[config.mk]
export PLATFORM = sky130hd
export DESIGN_NAME = sem_front
export DESIGN_NICKNAME = d
export VERILOG_FILES = /design/src/hdl/sobel_edge_magnitude_3x3_assert.svh /design/src/hdl/sem_pkg.sv /design/src/hdl/sem_front.sv
export SDC_FILE = /design/constraint.sdc
export NUM_CORES = 1
export LEC_CHECK = 0
export BUFFER_PORTS_ARGS = -buffer_cell sky130_fd_sc_hd__buf_2
export CORE_AREA = 10 10 47 49
export DETAILED_ROUTE_END_ITERATION = 16
export DIE_AREA = 0 0 57 59
export PLACE_DENSITY = 0.55
export SYNTH_ARGS = -nofsm -noshare
export SYNTH_HDL_FRONTEND = slang
export SYNTH_SLANG_ARGS = --single-unit
[constraint.sdc]
create_clock -name clock -period 1.45 [get_ports clock]
set_input_delay 0 -clock clock [delete_from_list [all_inputs] [get_ports clock]]
set_output_delay 0 -clock clock [all_outputs]
set_load 0.02 [all_outputs]
[src/hdl/sobel_edge_magnitude_3x3_assert.svh]
// ---------------------------------------------------------------------------
// Sobel edge magnitude: assertion macros
// Shared concurrent assertion forms, clocked with reset disable.
// ---------------------------------------------------------------------------
`ifndef SOBEL_EDGE_MAGNITUDE_3X3_ASSERT_SVH
`define SOBEL_EDGE_MAGNITUDE_3X3_ASSERT_SVH

// same-cycle implication
`define SEM_ASSERT_NOW(label, clk, rst, ante, cons) \
   label: assert property (@(posedge clk) disable iff (rst) (ante) |-> (cons)) \
      else $error("sobel edge magnitude: check failed");

// next-cycle implication
`define SEM_ASSERT_NEXT(label, clk, rst, ante, cons) \
   label: assert property (@(posedge clk) disable iff (rst) (ante) |=> (cons)) \
      else $error("sobel edge magnitude: check failed");

`endif

[src/hdl/sem_pkg.sv]
// ---------------------------------------------------------------------------
// Sobel edge magnitude package
// Sizes, codes, shared types and the delay line address helper.
// ---------------------------------------------------------------------------
package sem_pkg;

   localparam int MAX_WIDTH  = 1024;
   localparam int DEPTH      = 2 * MAX_WIDTH + 3;
   localparam int ADDR_W     = $clog2(DEPTH);
   localparam int CNT_W      = $clog2(DEPTH + 1);
   localparam int CFG_W      = 11;
   localparam int PIX_W      = 8;
   localparam int LVL_W      = 3;
   localparam int GRAD_W     = 6;
   localparam int MAG_W      = 6;
   localparam int SQ_W       = 11;
   localparam int RGB_W      = 8;
   localparam int OUT_W      = 2 * GRAD_W + MAG_W + LVL_W + RGB_W;
   localparam int OUT_BYTES  = (OUT_W + 7) / 8;
   localparam int READ_STEPS = 3;
   localparam int STEP_W     = 2;
   localparam int BIT_W      = $clog2(MAG_W);

   localparam logic [LVL_W-1:0] LEVEL_MAX = '1;

   typedef enum logic {
      CSR_LINE_WIDTH  = 1'b0,
      CSR_LEVEL_SHIFT = 1'b1
   } sem_csr_type;

   typedef enum logic [2:0] {
      S_IDLE,
      S_READ,
      S_DRAIN,
      S_GRAD,
      S_SQ,
      S_ROOT,
      S_EMIT
   } sem_state_type;

   typedef struct packed {
      logic             valid;
      logic [LVL_W-1:0] level;
   } sem_item_type;

   typedef struct packed {
      logic [CFG_W-1:0] line_width;
      logic [LVL_W-1:0] level_shift;
   } sem_cfg_type;

   // address of the entry a given age behind the write pointer
   function automatic logic [ADDR_W-1:0] tap_addr(input logic [ADDR_W-1:0] pos,
                                                 input logic [ADDR_W-1:0] age);
      logic [ADDR_W:0] diff;
      diff = {1'b0, pos} - {1'b0, age};
      if (diff[ADDR_W]) begin
         tap_addr = diff[ADDR_W-1:0] + ADDR_W'(DEPTH);
      end else begin
         tap_addr = diff[ADDR_W-1:0];
      end
   endfunction

endpackage

[src/hdl/sem_front.sv]
// ---------------------------------------------------------------------------
// Sobel edge magnitude front end
// Accepts pixels, keeps the intensity bits and queues them for the back end.
// ---------------------------------------------------------------------------
module sem_front
   import sem_pkg::*;
(
   input  logic             clock,
   input  logic             reset,
   input  logic             req_tvalid,
   output logic             req_tready,
   input  logic [PIX_W-1:0] req_tdata,   // [7:0] pixel
   output sem_item_type     item,
   input  logic             item_pop
);

   logic [LVL_W-1:0] queue_ff [2];
   logic             wr_ptr_ff, wr_ptr_in;
   logic             rd_ptr_ff, rd_ptr_in;
   logic [1:0]       count_ff, count_in;
   logic             push;

   assign req_tready = (count_ff != 2'd2);
   assign push       = req_tvalid && req_tready;

   assign item.valid = (count_ff != 2'd0);
   assign item.level = queue_ff[rd_ptr_ff];

   always_comb begin
      wr_ptr_in = wr_ptr_ff;
      rd_ptr_in = rd_ptr_ff;
      count_in  = count_ff;
      if (push) begin
         wr_ptr_in = ~wr_ptr_ff;
      end
      if (item_pop) begin
         rd_ptr_in = ~rd_ptr_ff;
      end
      case ({push, item_pop})
         2'b10:   count_in = count_ff + 2'd1;
         2'b01:   count_in = count_ff - 2'd1;
         default: count_in = count_ff;
      endcase
   end

   always_ff @(posedge clock) begin
      if (reset) begin
         wr_ptr_ff <= 1'b0;
         rd_ptr_ff <= 1'b0;
         count_ff  <= 2'd0;
      end else begin
         wr_ptr_ff <= wr_ptr_in;
         rd_ptr_ff <= rd_ptr_in;
         count_ff  <= count_in;
      end
   end

   // intensity is the top three bits of the byte
   always_ff @(posedge clock) begin
      if (push) begin
         queue_ff[wr_ptr_ff] <= req_tdata[PIX_W-1 -: LVL_W];
      end
   end

endmodule

==> impl_metrics.ini, run 1 <==
[place]
gp_congestion = 0.605
dpl.hpwl_um = 597
port_buffers = 11

[layout]
n_fill_cell = 146
syn2layout_area_growth_pct = 39.4
regArea_um2 = 282
multiInputGateArea_um2 = 153
diodes = 0
drive_gt1_frac = 0.407
final_nets = 68

[critical_path]
cp.buffers_inverters = 0
max_stage_delay_ns = 0.37
critPathKind = flip-flop to flip-flop
critical_path_peak_fanout = 2
path_delay_family = simple AND/OR/NAND/NOR gates
crit_required_ns = 1.64
worstPathCellList = nand2b_4 -> nand2_1 -> ha_1 -> or3_1 -> a21oi_1
worstPathArrival_ns = 1.54
cp_slowest_cell = or3_1
rrSetupSlack_ns = 0.10
worst_setup_path_start_kind = flip-flop
crit_path_end_kind = flip-flop

[timing]
finalCritPeriodShare = 0.930
timing.fmax_mhz = 742
setup_violations = 0
relSlewSlack = 0.878
hold_ws_ns = 0.0314
rsz0062_at_grt = no
maxSlewViolCount = 0
worst_pin_slew_ns = 0.182
fin_setup_tns_ns = 0
fin_crit_ns = 1.35
hold_viol_final = 0
finClkSkew_ns = 0.000717

[synthesis]
synth_edf_count = 6
synth_top_family_by_area = simple AND/OR/NAND/NOR gates
netlist_area_um2 = 432
synth-async-reset-ratio = 0
ys_types = 17
ys.flop_type = edfxtp_1
postSynthAreaPerCell_um2 = 13.5
synthCells = 32
ys_seq_area_frac = 0.649
synth_mux_area_frac = 0.0783
ys_ff_latch = 11
yosysWarnings = 0
synth_compound_area_frac = 0.0580
synth-simple-area-share = 0.116
syn-num-nets = 45
synthAdderAreaFrac = 0.0290
synth_xor_area_frac = 0.0609

[clock_network]
cts_max_level = 1
cts_tree = built
cts.clk_slew.worst_paths_ns = 0.07
postCtsSetupBuffers = 0
clock-sinks = 11
clockRootBuffer = clkbuf_4
clockBufferDepth = 2
cts-buffers-inserted = 3
insertion_delay_ns = 0.26

[grt]
grt_max_degree = 7
grt.overflow.total = 0
antenna_found_initial = 0
grt_usage = 0.0532
grt_pass1_vias = 374
grt_pass1_wl_mm = 1.46

[floorplanning]
coreArea_mm2 = 0.00140
start_util = 0.308
rows = 14
fp.dieH_um = 59
die_w_um = 57
io_pins = 17
die_area_mm2 = 0.00336

[detailed_routing]
drt_wl_total_um = 759
num_vias = 317
route.detailed.drc = 0
wl_per_cell_um = 10.8
drt_pass1_iterations = 2
first_iter_violations = 4
avgViaCountPerCell = 4.53
ant_nets = 0

[min_path]
hold_class = input port to flip-flop

[pwr]
finalPower_uw = 800
ir_worst_vdd_mv = 0.586
p_leak_nw = 0.256
power-per-cell-area_mw_per_mm2 = 1330

[outcome]
status = completed

[flow_run]
maxCapViolCount = 0
-- stage by stage --
| step | cell area [um2] | util | cells | setup slack (ns) |
|---|---|---|---|---|
| 3_3_place_gp | 536 | 0.382 | 62 | 0.124 |
| 2_1_floorplan | 438 | - | 32 | 0.0313 |
| 3_5_place_dp | 536 | 0.382 | 62 | 0.103 |
| 6_report | 602 | 0.429 | 70 | 0.101 |
| 4_1_cts | 602 | 0.429 | 70 | 0.0898 |
| 5_1_grt | 602 | 0.429 | 70 | 0.0397 |
-- worst paths after layout --
path,cells after the start,from,to
max reg2reg,5,count_ff[0]$_SDFFE_PP0P_,count_ff[1]$_SDFFE_PP0P_
max,5,count_ff[0]$_SDFFE_PP0P_,count_ff[1]$_SDFFE_PP0P_
min,3,item_pop,rd_ptr_ff$_SDFFE_PP0P_
min reg2reg,2,rd_ptr_ff$_SDFFE_PP0P_,rd_ptr_ff$_SDFFE_PP0P_
-- sequential cells by signal, summed over array words and instances (netlist names), named ones only --
name       cells
wr_ptr_ff      1
count_ff       2
queue_ff       6
rd_ptr_ff      1
-- cell type report --
| class | instances | share of cell area |
|---|---|---|
| Sequential cell | 11 | 0.468 |
| Tap cell | 16 | 0.0333 |
| Timing Repair Buffer | 18 | 0.195 |
| Clock buffer | 4 | 0.0437 |
| Multi-Input combinational cell | 20 | 0.254 |
| Inverter | 1 | 0.00624 |
-- worst register-to-register path, stage by stage (launching register included) --
cell and delay [ns]:
dfxtp_2 0.32, nand2b_4 0.11, nand2_1 0.05, ha_1 0.28
or3_1 0.37, a21oi_1 0.14
-- placed cells by master, fill, tap and decap left out, types with 2 or more instances in the layout --
cell type / Yosys / routed
buf_4: 0 / 3
xnor2_1: 2 / 2
dlygate4sd3_1: 0 / 4
nor2_1: 3 / 3
mux2_2: 3 / 3
buf_2: 0 / 11
a21oi_1: 2 / 2
clkbuf_4: 0 / 3
dfxtp_1: 5 / 4
edfxtp_1: 6 / 6
-- cells in the mapped netlist, types with 2 or more instances --
cell type / number / area (um2)
edfxtp_1: 6 / 180
dfxtp_1: 5 / 100
mux2_2: 3 / 33.8
nor2_1: 3 / 11.3
a21oi_1: 2 / 10.0
xnor2_1: 2 / 17.5
-- power by group --
part,leakage (nW),switching (mW),internal (mW)
clock,0.0150,0.0922,0.106
combinational,0.143,0.103,0.108
sequential,0.0979,0.0201,0.370
-- layer usage --
| layer | up-vias | GRT usage | routed length (um) |
|---|---|---|---|
| li1 | 158 | - | - |
| met5 | - | 0 | 0 |
| met3 | 0 | 0.0258 | 56 |
| met4 | 0 | 0.0302 | 0 |
| met2 | 9 | 0.0853 | 333 |
| met1 | 150 | 0.0560 | 369 |
-- cells by family after synthesis --
family                     after synthesis
DFF                                     11
and+or+nand+nor                          9
AOI/OAI and AO/OA                        4
xor gates and xnor gates                 3
muxes                                    3
buffers and inverters                    1
adders and majority gates                1
-- timing repair --
action / in CTS / in global routing
gates resized for setup: 0 / 0
hold endpoints to repair: 11 / 0
hold buffers: 4 / 0
endpoints found under the setup margin: 0 / 0
Power figures use the tool's default switching activity.
==> run 2: changes to the inputs <==
--- a/config.mk
+++ b/config.mk
@@ -6,10 +6,13 @@
 export NUM_CORES = 1
 export LEC_CHECK = 0
 export BUFFER_PORTS_ARGS = -buffer_cell sky130_fd_sc_hd__buf_2
-export CORE_AREA = 10 10 47 49
+export CELL_PAD_IN_SITES_DETAIL_PLACEMENT = 1
+export CELL_PAD_IN_SITES_GLOBAL_PLACEMENT = 2
+export CORE_MARGIN = 10
+export CORE_UTILIZATION = 25
 export DETAILED_ROUTE_END_ITERATION = 16
-export DIE_AREA = 0 0 57 59
-export PLACE_DENSITY = 0.55
+export PLACE_DENSITY = 0.65
+export RECOVER_POWER = 50
 export SYNTH_ARGS = -nofsm -noshare
 export SYNTH_HDL_FRONTEND = slang
 export SYNTH_SLANG_ARGS = --single-unit
==> impl_metrics.ini, run 2 (synthesis gave the netlist of run 1 again) <==
[outcome]
status = completed

[layout]
diodes = 0
final_common_cell = buf_2
reg.largest.list = queue_ff (6), count_ff (2)
drive_gt1_frac = 0.358
final_nets = 67
n_fill_cell = 190
final_area_um2 = 592
largest_reg_flops = 6
syn2layout_area_growth_pct = 37.1
final_cells = 69
final_cell_mix = buf_2 (8), edfxtp_1 (6), dfxtp_1 (4), dlygate4sd3_1 (4)
regMostFlops = queue_ff

[place]
dp.cells = 61
gp_congestion = 0.720
port_buffers = 11
dpl.hpwl_um = 740
dpl_cell_area_um2 = 528
pre_cts_slack_ns = 0.0646

[critical_path]
cp.depth = 5
path_delay_family = simple AND/OR/NAND/NOR gates
crit_required_ns = 1.65
rrSetupSlack_ns = 0.04
rr_worst_depth = 5
cp.buffers_inverters = 0
worstPathCellList = nand2b_4 -> nand2_1 -> ha_1 -> or3_1 -> a21oi_1
max_stage_delay_ns = 0.38
worst_setup_path_start_kind = flip-flop
worstPathArrival_ns = 1.61
cp_slowest_cell = or3_1
critPathKind = flip-flop to flip-flop
crit_path_end_kind = flip-flop
timing.rr.end = count_ff[1]$_SDFFE_PP0P_
r2r-start = count_ff[0]$_SDFFE_PP0P_
critical_path_peak_fanout = 3

[timing]
timing.fmax_mhz = 709
finalCritPeriodShare = 0.972
rsz0062_at_grt = no
worst_pin_slew_ns = 0.253
maxSlewViolCount = 0
relSlewSlack = 0.832
fin_setup_tns_ns = 0
fin_crit_ns = 1.41
finClkSkew_ns = 0.00860
hold_viol_final = 0
setup_slack_ns = 0.0405
setup_violations = 0

[floorplanning]
start_util = 0.274
io_pins = 17
coreArea_mm2 = 0.00158
rows = 14
fp.dieH_um = 61.6
die_area_mm2 = 0.00379
die_w_um = 61.6

[pwr]
combPwrFrac = 0.261
seqPwrFrac = 0.490
ir_worst_vdd_mv = 0.479
finalPower_uw = 802
power_frac_clock = 0.249
p_sw_frac = 0.280
p_switching_uw = 225
p_int_uw = 577
p_leak_nw = 0.247
power-per-cell-area_mw_per_mm2 = 1360

[detailed_routing]
wl_per_cell_um = 13.3
drt_pass1_iterations = 2
drt_wl_total_um = 918
num_vias = 301
route.detailed.drc = 0
avgViaCountPerCell = 4.36
first_iter_violations = 2
ant_nets = 0

[min_path]
hold_path_startpoint = item_pop
whs_endpoint = rd_ptr_ff$_SDFFE_PP0P_
hold_depth = 3
hold_class = input port to flip-flop

[grt]
antenna_found_initial = 0
grt_pass1_wl_mm = 1.47
grt_max_degree = 7
grt_pass1_vias = 338
grt_usage = 0.0528
grt.overflow.total = 0

[clock_network]
cts_max_level = 1
cts_tree = built
clockBufferDepth = 2
clock-sinks = 11
cts_hold_buf = 4
insertion_delay_ns = 0.26
clockRootBuffer = clkbuf_4
cts-buffers-inserted = 3
postCtsSetupBuffers = 0
cts-resized-gates = 0
cts.clk_slew.worst_paths_ns = 0.07

[flow_run]
maxCapViolCount = 0
[run 2: changes by cell type in the layout (fill, tap and decap cells not counted), sizes merged]
cell / delta
buf: -4
clkbuf: +3
[run 2: layer usage]
layer	vias to the layer above	share of wire	GRT usage
li1	155	-	-
met1	135	0.45	0.0585
met2	9	0.47	0.0791
met3	2	0.069	0.0288
met4	0	0.0087	0.0287
met5	-	0	0
[run 2: final cells by class]
cell class / count / area [um2] / share of cell area
multi-input combinational: 20 / 153 / 0.258
timing repair buffer: 17 / 108 / 0.182
inverter: 1 / 3.75 / 0.00634
sequential: 11 / 282 / 0.476
tap: 16 / 20.0 / 0.0338
clock buffer: 4 / 26.3 / 0.0444
[run 2: power groups by stage]
stage	combinational (mW)	clock (mW)	sequential, mW
global route	0.232	0.226	0.397
detailed placement	0.204	0	0.399
CTS	0.215	0.203	0.394
floorplan	0.128	0	0.396
global placement	0.196	0	0.395
finish	0.209	0.200	0.393
[run 2: through the flow]
step                       util  hold WS, ns
after floorplan               -       0.0650
after global placement    0.335        0.190
after detailed placement  0.335        0.192
after CTS                 0.377       0.0476
after global routing      0.375       0.0625
final                     0.375       0.0412
[run 2: how the worst max path moves through the flow]
stage                               endpoint                      from
CTS                 count_ff[1]$_SDFFE_PP0P_  count_ff[0]$_SDFFE_PP0P_
global placement    count_ff[1]$_SDFFE_PP0P_  count_ff[0]$_SDFFE_PP0P_
detailed placement  count_ff[1]$_SDFFE_PP0P_  count_ff[0]$_SDFFE_PP0P_
global route        count_ff[1]$_SDFFE_PP0P_  count_ff[0]$_SDFFE_PP0P_
floorplan           count_ff[1]$_SDFFE_PP0P_  count_ff[0]$_SDFFE_PP0P_
finish              count_ff[1]$_SDFFE_PP0P_  count_ff[0]$_SDFFE_PP0P_
[run 2: worst register-to-register path, cell delays in order (launching register included)]
cell	delay, ns
dfxtp_2	0.33
nand2b_4	0.12
nand2_1	0.05
ha_1	0.32
or3_1	0.38
a21oi_1	0.15
==> run 3: changes to the inputs <==
--- a/config.mk
+++ b/config.mk
@@ -9,10 +9,11 @@
 export CELL_PAD_IN_SITES_DETAIL_PLACEMENT = 1
 export CELL_PAD_IN_SITES_GLOBAL_PLACEMENT = 2
 export CORE_MARGIN = 10
-export CORE_UTILIZATION = 25
+export CORE_UTILIZATION = 27
+export CTS_BUF_LIST = sky130_fd_sc_hd__clkbuf_8
 export DETAILED_ROUTE_END_ITERATION = 16
-export PLACE_DENSITY = 0.65
-export RECOVER_POWER = 50
+export PLACE_DENSITY = 0.7
+export RECOVER_POWER = 100
 export SYNTH_ARGS = -nofsm -noshare
 export SYNTH_HDL_FRONTEND = slang
 export SYNTH_SLANG_ARGS = --single-unit
==> impl_metrics.ini, run 3 (synthesis gave the netlist of run 1 again) <==
[outcome]
status = completed

[timing]
worst_pin_slew_ns = 0.246
fin_setup_tns_ns = 0
hold_viol_final = 0
rsz0062_at_grt = yes
setup_slack_ns = 0.0868
fin_crit_ns = 1.36
setup_violations = 0
hold_ws_ns = 0.0953
timing.fmax_mhz = 734
relSlewSlack = 0.834
maxSlewViolCount = 0
finalCritPeriodShare = 0.940
finClkSkew_ns = 0.00228

[detailed_routing]
avgViaCountPerCell = 4.56
ant_nets = 0
drt_pass1_iterations = 2
wl_per_cell_um = 14.1
drt_wl_total_um = 960
first_iter_violations = 1
route.detailed.drc = 0
num_vias = 310

[critical_path]
critical_path_peak_fanout = 4
rrSetupSlack_ns = 0.09
rr_worst_depth = 6
critPathKind = flip-flop to flip-flop
timing.rr.end = count_ff[1]$_SDFFE_PP0P_
worst_setup_path_start_kind = flip-flop
crit_path_end_kind = flip-flop
crit_required_ns = 1.62
worstPathArrival_ns = 1.53
r2r-start = count_ff[0]$_SDFFE_PP0P_

[clock_network]
cts-buffers-inserted = 3
cts_tree = built
clockBufferDepth = 2
insertion_delay_ns = 0.23
postCtsSetupBuffers = 0
cts_max_level = 1
clockRootBuffer = clkbuf_8
cts.clk_slew.worst_paths_ns = 0.05
clock-sinks = 11

[place]
dpl.hpwl_um = 745
port_buffers = 11
pre_cts_slack_ns = -0.00742
gp_congestion = 0.719

[pwr]
p_sw_frac = 0.266
power_frac_clock = 0.322
p_int_uw = 652
combPwrFrac = 0.228
seqPwrFrac = 0.450
p_leak_nw = 0.240
power-per-cell-area_mw_per_mm2 = 1440
p_switching_uw = 237
ir_worst_vdd_mv = 0.414

[layout]
largest_reg_flops = 6
regArea_um2 = 284
n_fill_cell = 170
final_nets = 66
multiInputGateArea_um2 = 171
final_common_cell = clkbuf_1
final_cell_mix = clkbuf_1 (7), edfxtp_1 (6), dfxtp_1 (4), dlygate4sd3_1 (4), buf_2 (4)
regMostFlops = queue_ff
drive_gt1_frac = 0.308
syn2layout_area_growth_pct = 43.2
diodes = 0
reg.largest.list = queue_ff (6), count_ff (2)

[floorplanning]
io_pins = 17
die_w_um = 60.0
fp.dieH_um = 60.0
die_area_mm2 = 0.00360
start_util = 0.287
rows = 14
coreArea_mm2 = 0.00151

[min_path]
hold_path_startpoint = item_pop
hold_class = input port to flip-flop
whs_endpoint = rd_ptr_ff$_SDFFE_PP0P_
hold_depth = 3

[grt]
grt_max_degree = 7
grt_pass1_wl_mm = 1.63
grt_pass1_vias = 345
grt.overflow.total = 0
antenna_found_initial = 0
grt_usage = 0.0642

[flow_run]
maxCapViolCount = 0
==> run 3: layout make-up <==
class                   count  share of cell area
repair buffers             16               0.152
multi-input cells          20               0.277
inverters                   1             0.00607
clock buffers               3              0.0668
well taps                  16              0.0324
clock inverters             1             0.00607
flip-flops and latches     11               0.460
==> run 3: worst max-delay path, cell delays in order, from the launching register on <==
cell      delay (ns)
dfxtp_4         0.36
nand2b_4        0.13
nand2_2         0.06
ha_4            0.15
xnor2_1         0.13
or3_1           0.33
a21oi_2         0.13
==> run 3: power by group through the flow <==
stage	registers (mW)	logic (mW)	clock network [mW]
floorplan	0.396	0.128	0
finish	0.400	0.203	0.286
detailed placement	0.404	0.191	0
global placement	0.400	0.182	0
CTS	0.401	0.204	0.297
global route	0.406	0.227	0.325
==> run 3: worst max-delay path by stage <==
| stage | slack, ns | to | start | cells after the start |
|---|---|---|---|---|
| floorplan | 0.03 | count_ff[1]$_SDFFE_PP0P_ | count_ff[0]$_SDFFE_PP0P_ | 5 |
| global placement | 0.06 | count_ff[1]$_SDFFE_PP0P_ | count_ff[0]$_SDFFE_PP0P_ | 5 |
| detailed placement | -0.007 | count_ff[1]$_SDFFE_PP0P_ | count_ff[0]$_SDFFE_PP0P_ | 5 |
| CTS | 0.006 | count_ff[1]$_SDFFE_PP0P_ | count_ff[0]$_SDFFE_PP0P_ | 5 |
| global route | -0.008 | count_ff[1]$_SDFFE_PP0P_ | count_ff[0]$_SDFFE_PP0P_ | 6 |
| finish | 0.09 | count_ff[1]$_SDFFE_PP0P_ | count_ff[0]$_SDFFE_PP0P_ | 6 |
==> run 3: layer usage <==
metal	track usage	up-vias	wire, um
met5	0	-	0
met4	0.0481	0	4
li1	-	154	-
met3	0.0403	2	77
met1	0.0521	149	320
met2	0.109	5	557
==> run 3: metrics by stage <==
| step | utilization | area, um2 | std cells | power, mW |
|---|---|---|---|---|
| after floorplan | - | 438 | 32 | 0.525 |
| after global placement | 0.346 | 520 | 60 | 0.582 |
| after detailed placement | 0.346 | 520 | 60 | 0.594 |
| after CTS | 0.406 | 612 | 68 | 0.903 |
| after global routing | 0.410 | 618 | 68 | 0.958 |
| final | 0.410 | 618 | 68 | 0.889 |
==> run 3: timing repair <==
item                       CTS  global route
pin swaps                    1             0
gates resized for setup      2             2
hold endpoints to repair     7             0
hold buffers                 4             0
setup endpoints to repair    1             1
